<file path="src/design/ccrg_pkg.sv">
package ccrg_pkg;

   localparam int ENTRIES      = 16;
   localparam int UID_BITS     = 56;
   localparam int COUNTER_BITS = 32;

   localparam int IDX_BITS = (ENTRIES > 1) ? $clog2(ENTRIES) : 1;
   localparam int CNT_BITS = $clog2(ENTRIES + 1);
   localparam int CMP_BITS = (UID_BITS > COUNTER_BITS) ? UID_BITS : COUNTER_BITS;

   localparam int CSR_ADDR_BITS = 2;
   localparam int CSR_DATA_BITS = 32;
   localparam logic [CSR_ADDR_BITS-1:0] CSR_MAX_COUNTER = '0;

   // entry status codes
   localparam logic [1:0] STAT_OK          = 2'd0;
   localparam logic [1:0] STAT_BLOCKED     = 2'd1;
   localparam logic [1:0] STAT_COMPROMISED = 2'd2;

   // request function codes
   localparam logic FUNC_PRESENT = 1'b0;
   localparam logic FUNC_BLOCK   = 1'b1;

   // deny reason codes
   localparam logic [2:0] RSN_NONE        = 3'd0;
   localparam logic [2:0] RSN_TIME        = 3'd1;
   localparam logic [2:0] RSN_COMPROMISED = 3'd2;
   localparam logic [2:0] RSN_BLOCKED     = 3'd3;
   localparam logic [2:0] RSN_REPLAY      = 3'd4;
   localparam logic [2:0] RSN_REGRESSION  = 3'd5;
   localparam logic [2:0] RSN_OVERFLOW    = 3'd6;
   localparam logic [2:0] RSN_FULL        = 3'd7;

   typedef struct packed {
      logic                    func;
      logic [UID_BITS-1:0]     card_uid;
      logic [COUNTER_BITS-1:0] card_counter;
      logic                    time_allowed;
   } req_type;

   typedef struct packed {
      logic                    allow;
      logic [2:0]              reason;
      logic [COUNTER_BITS-1:0] prior_count;
      logic [COUNTER_BITS-1:0] next_count;
      logic                    entry_written;
   } rsp_type;

   typedef struct packed {
      logic [UID_BITS-1:0]     uid;
      logic [COUNTER_BITS-1:0] counter;
      logic [1:0]              status;
   } entry_type;

   typedef struct packed {
      logic                en;
      logic [IDX_BITS-1:0] addr;
      entry_type           entry;
   } tbl_wr_type;

   typedef struct packed {
      logic valid;
      entry_type entry;
   } tbl_rd_type;

   typedef struct packed {
      logic eq;
      logic lt;
   } cmp_type;

   typedef enum logic [2:0] {
      ST_IDLE,
      ST_SCAN,
      ST_CMP_HIT,
      ST_CMP_MAX,
      ST_DECIDE
   } state_type;

endpackage

</file>
<file path="src/design/card_counter_replay_guard.sv">
// Card counter replay guard.
// req_ channel: one transfer per card event (present or block), valid/ready.
// rsp_ channel: exactly one decision transfer per request, valid/ready.
// csr_ port: APB-style, one register (max_counter) at byte address 0;
//   reads return its value. The user must write it only while the block is
//   idle; the block itself does not enforce this.
// A request runs through a table scan, one slot read per cycle through the
//   single registered table port, then two counter compares on the shared
//   comparator and a decide step.
// req_ready is high only while the sequencer is idle, so a new request is
//   not taken until the previous one has left its decide step.
// Stall: the decision sits in an output register; a new request is taken
//   while it waits, and that request holds in its decide step until the
//   register frees up.
// Reset: the table is emptied (valid bits cleared), max_counter returns to
//   all ones, and no response is pending.
module card_counter_replay_guard (
   input  logic                                   clock,
   input  logic                                   reset,
   input  logic                                   req_valid,
   output logic                                   req_ready,
   input  ccrg_pkg::req_type                      req_data,
   output logic                                   rsp_valid,
   input  logic                                   rsp_ready,
   output ccrg_pkg::rsp_type                      rsp_data,
   input  logic                                   csr_psel,
   input  logic                                   csr_penable,
   input  logic                                   csr_pwrite,
   input  logic [ccrg_pkg::CSR_ADDR_BITS-1:0]     csr_paddr,
   input  logic [ccrg_pkg::CSR_DATA_BITS-1:0]     csr_pwdata,
   output logic [ccrg_pkg::CSR_DATA_BITS-1:0]     csr_prdata,
   output logic                                   csr_pready
);

   // ---------------------------------------------------------------
   // Configuration register
   // ---------------------------------------------------------------
   logic [ccrg_pkg::COUNTER_BITS-1:0] max_counter_ff;
   logic                              csr_wr;

   assign csr_pready = 1'b1;
   assign csr_wr = csr_psel && csr_penable && csr_pwrite;

   always_ff @(posedge clock) begin
      if (reset) begin
         max_counter_ff <= '1;
      end else if (csr_wr && (csr_paddr == ccrg_pkg::CSR_MAX_COUNTER)) begin
         max_counter_ff <= csr_pwdata[ccrg_pkg::COUNTER_BITS-1:0];
      end
   end

   always_comb begin
      csr_prdata = '0;
      if (csr_paddr == ccrg_pkg::CSR_MAX_COUNTER) begin
         csr_prdata = ccrg_pkg::CSR_DATA_BITS'(max_counter_ff);
      end
   end

   // ---------------------------------------------------------------
   // Sequencer state and datapath registers
   // ---------------------------------------------------------------
   ccrg_pkg::state_type state_ff, state_in;

   ccrg_pkg::req_type                  req_ff, req_in;
   logic [ccrg_pkg::CNT_BITS-1:0]      scan_cnt_ff, scan_cnt_in;   // slots issued
   logic                               cmp_vld_ff, cmp_vld_in;     // read data valid
   logic [ccrg_pkg::IDX_BITS-1:0]      cmp_idx_ff, cmp_idx_in;     // slot of read data
   logic                               found_ff, found_in;
   logic [ccrg_pkg::IDX_BITS-1:0]      hit_idx_ff, hit_idx_in;
   logic [ccrg_pkg::COUNTER_BITS-1:0]  stored_ff, stored_in;
   logic [1:0]                         status_ff, status_in;
   logic                               free_found_ff, free_found_in;
   logic [ccrg_pkg::IDX_BITS-1:0]      free_idx_ff, free_idx_in;
   logic                               ctr_eq_ff, ctr_eq_in;      // card == stored
   logic                               ctr_lt_ff, ctr_lt_in;      // card <  stored
   logic                               ovf_ff, ovf_in;            // card >= max
   logic                               rsp_valid_ff, rsp_valid_in;
   ccrg_pkg::rsp_type                  rsp_ff, rsp_in;

   // table and comparator hookup
   logic [ccrg_pkg::IDX_BITS-1:0]      rd_addr;
   ccrg_pkg::tbl_rd_type               rd_data;
   ccrg_pkg::tbl_wr_type               tbl_wr;
   logic [ccrg_pkg::CMP_BITS-1:0]      cmp_a, cmp_b;
   ccrg_pkg::cmp_type                  cmp_res;

   logic                               scan_last;
   logic                               rsp_free;
   ccrg_pkg::rsp_type                  decision;
   ccrg_pkg::tbl_wr_type               decision_wr;

   ccrg_table u_table (
      .clock   (clock),
      .reset   (reset),
      .rd_addr (rd_addr),
      .rd_data (rd_data),
      .wr      (tbl_wr)
   );

   ccrg_cmp u_cmp (
      .op_a   (cmp_a),
      .op_b   (cmp_b),
      .result (cmp_res)
   );

   assign scan_last = cmp_vld_ff
                      && (cmp_idx_ff == ccrg_pkg::IDX_BITS'(ccrg_pkg::ENTRIES - 1));
   assign rsp_free  = !rsp_valid_ff || rsp_ready;
   assign rd_addr   = scan_cnt_ff[ccrg_pkg::IDX_BITS-1:0];

   // ---------------------------------------------------------------
   // Decision, evaluated from the scan and compare results
   // ---------------------------------------------------------------
   always_comb begin
      logic [ccrg_pkg::COUNTER_BITS-1:0] ctr;
      logic                              do_allow;
      logic [ccrg_pkg::IDX_BITS-1:0]     slot;
      ctr      = req_ff.card_counter;
      do_allow = 1'b0;
      slot     = free_idx_ff;

      decision.allow         = 1'b0;
      decision.reason        = ccrg_pkg::RSN_NONE;
      decision.prior_count   = ctr;
      decision.next_count    = ctr;
      decision.entry_written = 1'b0;

      decision_wr.en            = 1'b0;
      decision_wr.addr          = hit_idx_ff;
      decision_wr.entry.uid     = req_ff.card_uid;
      decision_wr.entry.counter = stored_ff;
      decision_wr.entry.status  = ccrg_pkg::STAT_BLOCKED;

      if (req_ff.func == ccrg_pkg::FUNC_BLOCK) begin
         if (found_ff) begin
            // keep the counter, mark blocked
            decision.reason        = ccrg_pkg::RSN_BLOCKED;
            decision.prior_count   = stored_ff;
            decision.next_count    = stored_ff;
            decision.entry_written = 1'b1;
            decision_wr.en         = 1'b1;
         end else if (!free_found_ff) begin
            decision.reason = ccrg_pkg::RSN_FULL;
         end else begin
            decision.reason           = ccrg_pkg::RSN_BLOCKED;
            decision.entry_written    = 1'b1;
            decision_wr.en            = 1'b1;
            decision_wr.addr          = free_idx_ff;
            decision_wr.entry.counter = ctr;
         end
      end else if (!req_ff.time_allowed) begin
         decision.reason = ccrg_pkg::RSN_TIME;
      end else if (found_ff) begin
         decision.prior_count = stored_ff;
         decision.next_count  = stored_ff;
         // unused status code 3 falls in with compromised
         if (status_ff >= ccrg_pkg::STAT_COMPROMISED) begin
            decision.reason = ccrg_pkg::RSN_COMPROMISED;
         end else if (status_ff == ccrg_pkg::STAT_BLOCKED) begin
            decision.reason = ccrg_pkg::RSN_BLOCKED;
         end else if (ctr_eq_ff || ctr_lt_ff) begin
            decision.reason          = ctr_eq_ff ? ccrg_pkg::RSN_REPLAY
                                                 : ccrg_pkg::RSN_REGRESSION;
            decision.entry_written   = 1'b1;
            decision_wr.en           = 1'b1;
            decision_wr.entry.status = ccrg_pkg::STAT_COMPROMISED;
         end else if (ovf_ff) begin
            decision.reason = ccrg_pkg::RSN_OVERFLOW;
         end else begin
            do_allow = 1'b1;
            slot     = hit_idx_ff;
         end
      end else if (ovf_ff) begin
         decision.reason = ccrg_pkg::RSN_OVERFLOW;
      end else if (!free_found_ff) begin
         decision.reason = ccrg_pkg::RSN_FULL;
      end else begin
         do_allow = 1'b1;
      end

      if (do_allow) begin
         decision.allow            = 1'b1;
         decision.reason           = ccrg_pkg::RSN_NONE;
         decision.prior_count      = ctr;
         decision.next_count       = ctr + 1'b1;
         decision.entry_written    = 1'b1;
         decision_wr.en            = 1'b1;
         decision_wr.addr          = slot;
         decision_wr.entry.counter = ctr + 1'b1;
         decision_wr.entry.status  = ccrg_pkg::STAT_OK;
      end
   end

   // ---------------------------------------------------------------
   // Next state
   // ---------------------------------------------------------------
   always_comb begin
      state_in = state_ff;
      unique case (state_ff)
         ccrg_pkg::ST_IDLE: begin
            if (req_valid) begin
               state_in = ccrg_pkg::ST_SCAN;
            end
         end
         ccrg_pkg::ST_SCAN: begin
            if (scan_last) begin
               state_in = ccrg_pkg::ST_CMP_HIT;
            end
         end
         ccrg_pkg::ST_CMP_HIT: state_in = ccrg_pkg::ST_CMP_MAX;
         ccrg_pkg::ST_CMP_MAX: state_in = ccrg_pkg::ST_DECIDE;
         ccrg_pkg::ST_DECIDE: begin
            if (rsp_free) begin
               state_in = ccrg_pkg::ST_IDLE;
            end
         end
         default: state_in = ccrg_pkg::ST_IDLE;
      endcase
   end

   // ---------------------------------------------------------------
   // Sequencer outputs and datapath next values
   // ---------------------------------------------------------------
   always_comb begin
      req_ready     = 1'b0;
      req_in        = req_ff;
      scan_cnt_in   = scan_cnt_ff;
      cmp_vld_in    = 1'b0;
      cmp_idx_in    = cmp_idx_ff;
      found_in      = found_ff;
      hit_idx_in    = hit_idx_ff;
      stored_in     = stored_ff;
      status_in     = status_ff;
      free_found_in = free_found_ff;
      free_idx_in   = free_idx_ff;
      ctr_eq_in     = ctr_eq_ff;
      ctr_lt_in     = ctr_lt_ff;
      ovf_in        = ovf_ff;
      rsp_in        = rsp_ff;
      rsp_valid_in  = rsp_valid_ff && !rsp_ready;
      tbl_wr        = decision_wr;
      tbl_wr.en     = 1'b0;
      cmp_a         = ccrg_pkg::CMP_BITS'(req_ff.card_uid);
      cmp_b         = ccrg_pkg::CMP_BITS'(rd_data.entry.uid);

      unique case (state_ff)
         ccrg_pkg::ST_IDLE: begin
            req_ready = 1'b1;
            if (req_valid) begin
               req_in        = req_data;
               scan_cnt_in   = '0;
               found_in      = 1'b0;
               free_found_in = 1'b0;
            end
         end
         ccrg_pkg::ST_SCAN: begin
            // issue one slot read per cycle, compare the slot read last cycle
            if (scan_cnt_ff != ccrg_pkg::CNT_BITS'(ccrg_pkg::ENTRIES)) begin
               scan_cnt_in = scan_cnt_ff + 1'b1;
               cmp_vld_in  = 1'b1;
               cmp_idx_in  = scan_cnt_ff[ccrg_pkg::IDX_BITS-1:0];
            end
            if (cmp_vld_ff) begin
               if (rd_data.valid && cmp_res.eq && !found_ff) begin
                  found_in   = 1'b1;
                  hit_idx_in = cmp_idx_ff;
                  stored_in  = rd_data.entry.counter;
                  status_in  = rd_data.entry.status;
               end
               if (!rd_data.valid && !free_found_ff) begin
                  free_found_in = 1'b1;
                  free_idx_in   = cmp_idx_ff;
               end
            end
         end
         ccrg_pkg::ST_CMP_HIT: begin
            cmp_a     = ccrg_pkg::CMP_BITS'(req_ff.card_counter);
            cmp_b     = ccrg_pkg::CMP_BITS'(stored_ff);
            ctr_eq_in = cmp_res.eq;
            ctr_lt_in = cmp_res.lt;
         end
         ccrg_pkg::ST_CMP_MAX: begin
            // counter above max-1, or max of zero, both reduce to card >= max
            cmp_a  = ccrg_pkg::CMP_BITS'(req_ff.card_counter);
            cmp_b  = ccrg_pkg::CMP_BITS'(max_counter_ff);
            ovf_in = !cmp_res.lt;
         end
         ccrg_pkg::ST_DECIDE: begin
            if (rsp_free) begin
               rsp_in       = decision;
               rsp_valid_in = 1'b1;
               tbl_wr       = decision_wr;
            end
         end
         default: begin
         end
      endcase
   end

   always_ff @(posedge clock) begin
      if (reset) begin
         state_ff     <= ccrg_pkg::ST_IDLE;
         rsp_valid_ff <= 1'b0;
         cmp_vld_ff   <= 1'b0;
      end else begin
         state_ff     <= state_in;
         rsp_valid_ff <= rsp_valid_in;
         cmp_vld_ff   <= cmp_vld_in;
      end
   end

   always_ff @(posedge clock) begin
      req_ff        <= req_in;
      scan_cnt_ff   <= scan_cnt_in;
      cmp_idx_ff    <= cmp_idx_in;
      found_ff      <= found_in;
      hit_idx_ff    <= hit_idx_in;
      stored_ff     <= stored_in;
      status_ff     <= status_in;
      free_found_ff <= free_found_in;
      free_idx_ff   <= free_idx_in;
      ctr_eq_ff     <= ctr_eq_in;
      ctr_lt_ff     <= ctr_lt_in;
      ovf_ff        <= ovf_in;
      rsp_ff        <= rsp_in;
   end

   assign rsp_valid = rsp_valid_ff;
   assign rsp_data  = rsp_ff;

endmodule

</file>
<file path="src/design/ccrg_table.sv">
module ccrg_table (
   input  logic                              clock,
   input  logic                              reset,
   input  logic [ccrg_pkg::IDX_BITS-1:0]     rd_addr,
   output ccrg_pkg::tbl_rd_type              rd_data,
   input  ccrg_pkg::tbl_wr_type              wr
);

   ccrg_pkg::entry_type              entry_mem_ff [ccrg_pkg::ENTRIES];
   logic [ccrg_pkg::ENTRIES-1:0]     valid_ff;
   ccrg_pkg::entry_type              rd_entry_ff;
   logic                             rd_valid_ff;

   // entry storage, one write and one registered read per cycle
   always_ff @(posedge clock) begin
      if (wr.en) begin
         entry_mem_ff[wr.addr] <= wr.entry;
      end
      rd_entry_ff <= entry_mem_ff[rd_addr];
   end

   // valid bits live in flops so reset empties the table at once
   always_ff @(posedge clock) begin
      if (reset) begin
         valid_ff    <= '0;
         rd_valid_ff <= 1'b0;
      end else begin
         if (wr.en) begin
            valid_ff[wr.addr] <= 1'b1;
         end
         rd_valid_ff <= valid_ff[rd_addr];
      end
   end

   assign rd_data.valid = rd_valid_ff;
   assign rd_data.entry = rd_entry_ff;

endmodule

</file>
<file path="src/design/ccrg_cmp.sv">
module ccrg_cmp (
   input  logic [ccrg_pkg::CMP_BITS-1:0] op_a,
   input  logic [ccrg_pkg::CMP_BITS-1:0] op_b,
   output ccrg_pkg::cmp_type             result
);

   // unsigned magnitude compare, shared by the UID scan and counter checks
   assign result.eq = (op_a == op_b);
   assign result.lt = (op_a < op_b);

endmodule

</file>
<file path="config.mk">
export PLATFORM = sky130hd
export DESIGN_NAME = card_counter_replay_guard
export DESIGN_NICKNAME = d
export VERILOG_FILES = /design/src/design/ccrg_pkg.sv /design/src/design/card_counter_replay_guard.sv /design/src/design/ccrg_table.sv /design/src/design/ccrg_cmp.sv
export SDC_FILE = /design/constraint.sdc
export NUM_CORES = 2
export LEC_CHECK = 0
export ABC_CLOCK_PERIOD_IN_PS = 9600
export BUFFER_PORTS_ARGS = -buffer_cell sky130_fd_sc_hd__buf_2
export CORE_ASPECT_RATIO = 1.1
export CORE_MARGIN = 8
export CORE_UTILIZATION = 35
export CTS_CLUSTER_DIAMETER = 30
export DETAILED_ROUTE_END_ITERATION = 6
export GPL_TIMING_DRIVEN = 0
export MAX_ROUTING_LAYER = met4
export PLACE_DENSITY = 0.54
export SLEW_MARGIN = 20
export SYNTH_ARGS = -nofsm -noshare
export SYNTH_HDL_FRONTEND = slang
export SYNTH_SLANG_ARGS = --single-unit
export TNS_END_PERCENT = 1
</file>
<file path="constraint.sdc">
create_clock -name clock -period 9.6 [get_ports clock]
set_input_delay 1.92 -clock clock [delete_from_list [all_inputs] [get_ports clock]]
set_output_delay 1.92 -clock clock [all_outputs]
set_load 0.03 [all_outputs]
</file>
==> metrics.md <==
| Metric | Value |
|---|---|
| Critical path class | `reg2reg` |
| WL per Instance | `30.3 um` |
| Final net count | `4283` |
| Top_reg_cell synth | `edfxtp_1` |
| DRT Pass-1 Iters | `7` |
| Post-CTS resize count | `0` |
| Clk slew on worst S/H paths | `~0.050 ns` |
| Number of global-route vias before repair | `38855` |
| Number of DRC markers in iteration 0 | `between 4000 and 5000` |
| Hold path depth | `0` |
| Final Cell Area | `roughly 0.090 mm^2` |
| RSZ-0062 raised after global routing | `false` |
| IO Port Bufs | `233` |
| Switching Fraction | `between 20% and 30%` |
| CTS H-tree lvls | `5` |
| CTS tree | `built` |
| Die Wd | `441 um` |
| TritonCTS Buffers | `372` |
| Placer Congestion | `0.813` |
| Core area | `0.197 mm^2` |
| Count of final max-slew check failures | `0` |
| Number of synthesized register bits | `1799` |
| Critical-path cell list | `nand2b_1 -> clkbuf_1 -> clkbuf_2 -> clkbuf_1 -> a21oi_1 -> ha_1 -> nand2_1 -> nor2_1 -> nand2_1 -> nor4_1 -> nand4_1 -> nor2_4 -> buf_16 -> buf_12` |
| Register area share after synthesis | `75.8%` |
| Area growth syn-to-layout | `29.1%` |
| CP Capture Type | `flip-flop` |
| Synthesized area per cell | `between 20 and 25 um^2` |
| Placed cell areas | `0.0769 mm^2` |
| Vias after detailed routing | `37732` |
| Initial antenna violation count | `11` |
| HP Start | `u_table.rd_data[5]$_DFF_P_` |
| Setup Buffers After CTS | `0` |
| Final setup viols | `0` |
| Lkg Pwr | `30.0 nW` |
| Area contributors post-synth | `edfxtp_1, mux4_2, dfxtp_1` |
| Netlist cell types | `62` |
| Peak supply drop | `0.167 mV` |
| Worst-skew pair later-pin latency | `0.95 ns` |
| GRT overflow | `0` |
| Clock root buffer | `clkbuf_16` |
| Vias per Instance | `5.38` |
| Endpoints failing hold | `0` |
| Worst setup SP type | `flip-flop` |
| Worst R2R End | `stored_ff[18]$_DFFE_PP_` |
| Synthesized cell area | `roughly 0.069 mm^2` |
| WHS Endpoint | `stored_ff[3]$_DFFE_PP_` |
| Power Dens Cells | `327 mW/mm^2` |
| Worst Clk Skew | `0.0813 ns` |
| Max-cap violations | `0` |
| Least-Margin Pin Slew | `1.17 ns` |
| WL final | `approximately 210000 um` |
| I/O pins | `235` |
| Slowest cell on the critical path | `nor4_1` |
| CTS hold repair buffers | `0` |
| Cells after Synth | `~3400` |
| Num rows | `171` |
| Syn nets | `approximately 3600` |
| Hold WS | `0.352 ns` |
| Internal power | `approximately 0.021 W` |
| Drc violations | `0` |
| Crit-path max cell delay | `0.98 ns` |
| ANT nets after route | `0` |
| Ys async rst share | `0%` |
| Largest area contributor in the netlist | `edfxtp_1` |
| Max clock buf depth | `4` |
| Crit path max fanout | `16` |
| Largest net degree at the start of global routing | `70` |
| Initial Util | `between 30% and 40%` |
| Die height | `~480 um` |
| Arrival @ worst endpoint | `6.93 ns` |
| Die footprint | `0.213 mm^2` |
| Max Fclk | `about 160 MHz` |
| Placed Instances | `between 6000 and 7000` |
| Cell Count, Final, Fillers Out | `roughly 7000` |
| Logic pwr share | `roughly 22%` |
| Top cell type's share of synthesized area | `71.6%` |
| Switch Pwr | `0.00833 W` |
| CTS Sinks | `1799` |
| Clock power frac | `between 40% and 50%` |
| HP Class | `reg2reg` |
| Post-layout minimum cycle time | `6.34 ns` |
| Setup TNS Final | `0 ns` |
| Worst Reg-to-Reg Cells | `14` |
| R2R Setup Slk | `3.26 ns` |
| Fraction of layout cells with a size suffix above 1 | `between 30 and 40%` |
| Syn. warnings | `0` |
| EDFF count, synth | `1655` |
| Crit share post-route | `66.0%` |
| Reg-to-reg startpoint | `state_ff[2]$_SDFFE_PP0P_` |
| Tot GR Track Use | `about a fifth` |
| Sequential power share | `34.5%` |
| Rel. slew slack | `21.8%` |
| First-pass GRT wire length | `296000 um` |
| Worst path required time | `10.19 ns` |
| DP Wirelength | `143000 um` |
| Outcome | `complete, no violations` |
## state kept, by name (all words and copies together) (netlist names), 5 cells and up
name / cells
decision_wr: 56
max_counter_ff: 32
req_ff: 34
rsp_data: 69
scan_cnt_ff: 5
stored_ff: 32
u_table.entry_mem_ff: 1440
u_table.rd_data: 90
u_table.valid_ff: 16
## how the worst max path moves through the flow
stage                              from  cells past startpoint                                      to
2_1_floorplan                 rsp_ready                      4   u_table.entry_mem_ff[12][0]$_DFFE_PP_
3_3_place_gp                  rsp_ready                      5  u_table.entry_mem_ff[15][75]$_DFFE_PP_
3_5_place_dp   state_ff[2]$_SDFFE_PP0P_                     14                 stored_ff[13]$_DFFE_PP_
4_1_cts        state_ff[2]$_SDFFE_PP0P_                     14                 stored_ff[18]$_DFFE_PP_
5_1_grt        state_ff[2]$_SDFFE_PP0P_                     14                 stored_ff[22]$_DFFE_PP_
6_report       state_ff[2]$_SDFFE_PP0P_                     14                 stored_ff[18]$_DFFE_PP_
## cell families (layout without fill, tap and decap cells)
logic type	count (synthesis)	count (layout)	share of synthesized area, %
DFF	1799	1799	75.8
adders and majority gates	59	59	1.06
and+or+nand+nor	518	518	3.51
muxes	550	550	16.2
AOI/OAI and AO/OA	240	240	2.23
buffers and inverters	194	1220	1.20
xor gates and xnor gates	4	4	0.0505
other	1	24	0.00540
## routing by layer
layer  vias up  global-route usage [%]  part of all wire (%)
li1      15523                       -                     -
met1     20109                    24.9                    39
met2      1692                    32.5                    49
met3       408                    3.94                   6.8
met4         0                    8.49                   4.7
met5         -                       -                     0
## final cells by class
class	instances	area [um^2]
diodes	23	57.6
plain buffers	178	796
clock buffers	433	9770
clock inverters	239	2910
fillers	16616	108000
inverters	16	67.6
multi-input cells	1372	16200
flip-flops and latches	1799	52600
well taps	2595	3250
repair buffers	354	3980
## cells in the final DEF, fill, tap and decap left out, drive strengths merged, types with 15 or more instances in the layout
cell type and instances:
edfxtp 1655, clkbuf 526, mux4 455, buf 439, nand2 195, dfxtp 144, nor2 122, clkinv 113
a21oi 97, mux2i 66, and2 63, ha 59, bufinv 55, clkinvlp 44, inv 43, nand3 35
o21ai 35, nor3 35, mux2 29, diode 23, o21a 19, o221a 19, and3 18, o22ai 17
a211oi 15
## cells in the mapped netlist (6+ instances only)
| cell | number |
|---|---|
| and3_1 | 18 |
| a211oi_1 | 13 |
| a311oi_1 | 7 |
| o21ai_0 | 31 |
| nor3b_1 | 7 |
| nor3_1 | 33 |
| o22ai_1 | 17 |
| nand2_1 | 193 |
| o221a_2 | 19 |
| buf_2 | 64 |
| buf_1 | 16 |
| mux2i_1 | 66 |
| nand4_1 | 14 |
| mux2_2 | 29 |
| mux4_2 | 455 |
| nand3_1 | 35 |
| a21oi_1 | 97 |
| nor2_1 | 122 |
| and2_1 | 63 |
| a21o_1 | 6 |
| o21a_1 | 19 |
| a31oi_1 | 9 |
| clkbuf_1 | 91 |
| dfxtp_1 | 144 |
| ha_1 | 59 |
| inv_1 | 15 |
| edfxtp_1 | 1655 |
## worst max-delay path, delay by kind of cell (launching register included)
kind	cells	cell delay, ns
and+or+nand+nor	7	2.77
adders and majority gates	1	0.35
buffers and inverters	5	2.23
DFF	1	0.39
AOI/OAI and AO/OA	1	0.23
## power groups by stage
stage	logic, W	clock network (W)	registers [W]
6_report	0.00631	0.0129	0.0101
5_1_grt	0.00669	0.0134	0.0102
4_1_cts	0.00637	0.0130	0.0101
3_5_place_dp	0.00635	0	0.0102
3_3_place_gp	0.00620	0	0.0103
2_1_floorplan	0.00394	0	0.0101
## through the flow
step / worst slack [ns] / power, W / util (%)
2_1_floorplan: 2.66 / 0.0141 / -
3_3_place_gp: -4.32 / 0.0165 / 37.4
3_5_place_dp: 3.29 / 0.0166 / 39.0
4_1_cts: 3.25 / 0.0295 / 45.4
5_1_grt: 3.05 / 0.0303 / 45.4
6_report: 3.26 / 0.0293 / 45.4
(Power assumes the default switching activity.)
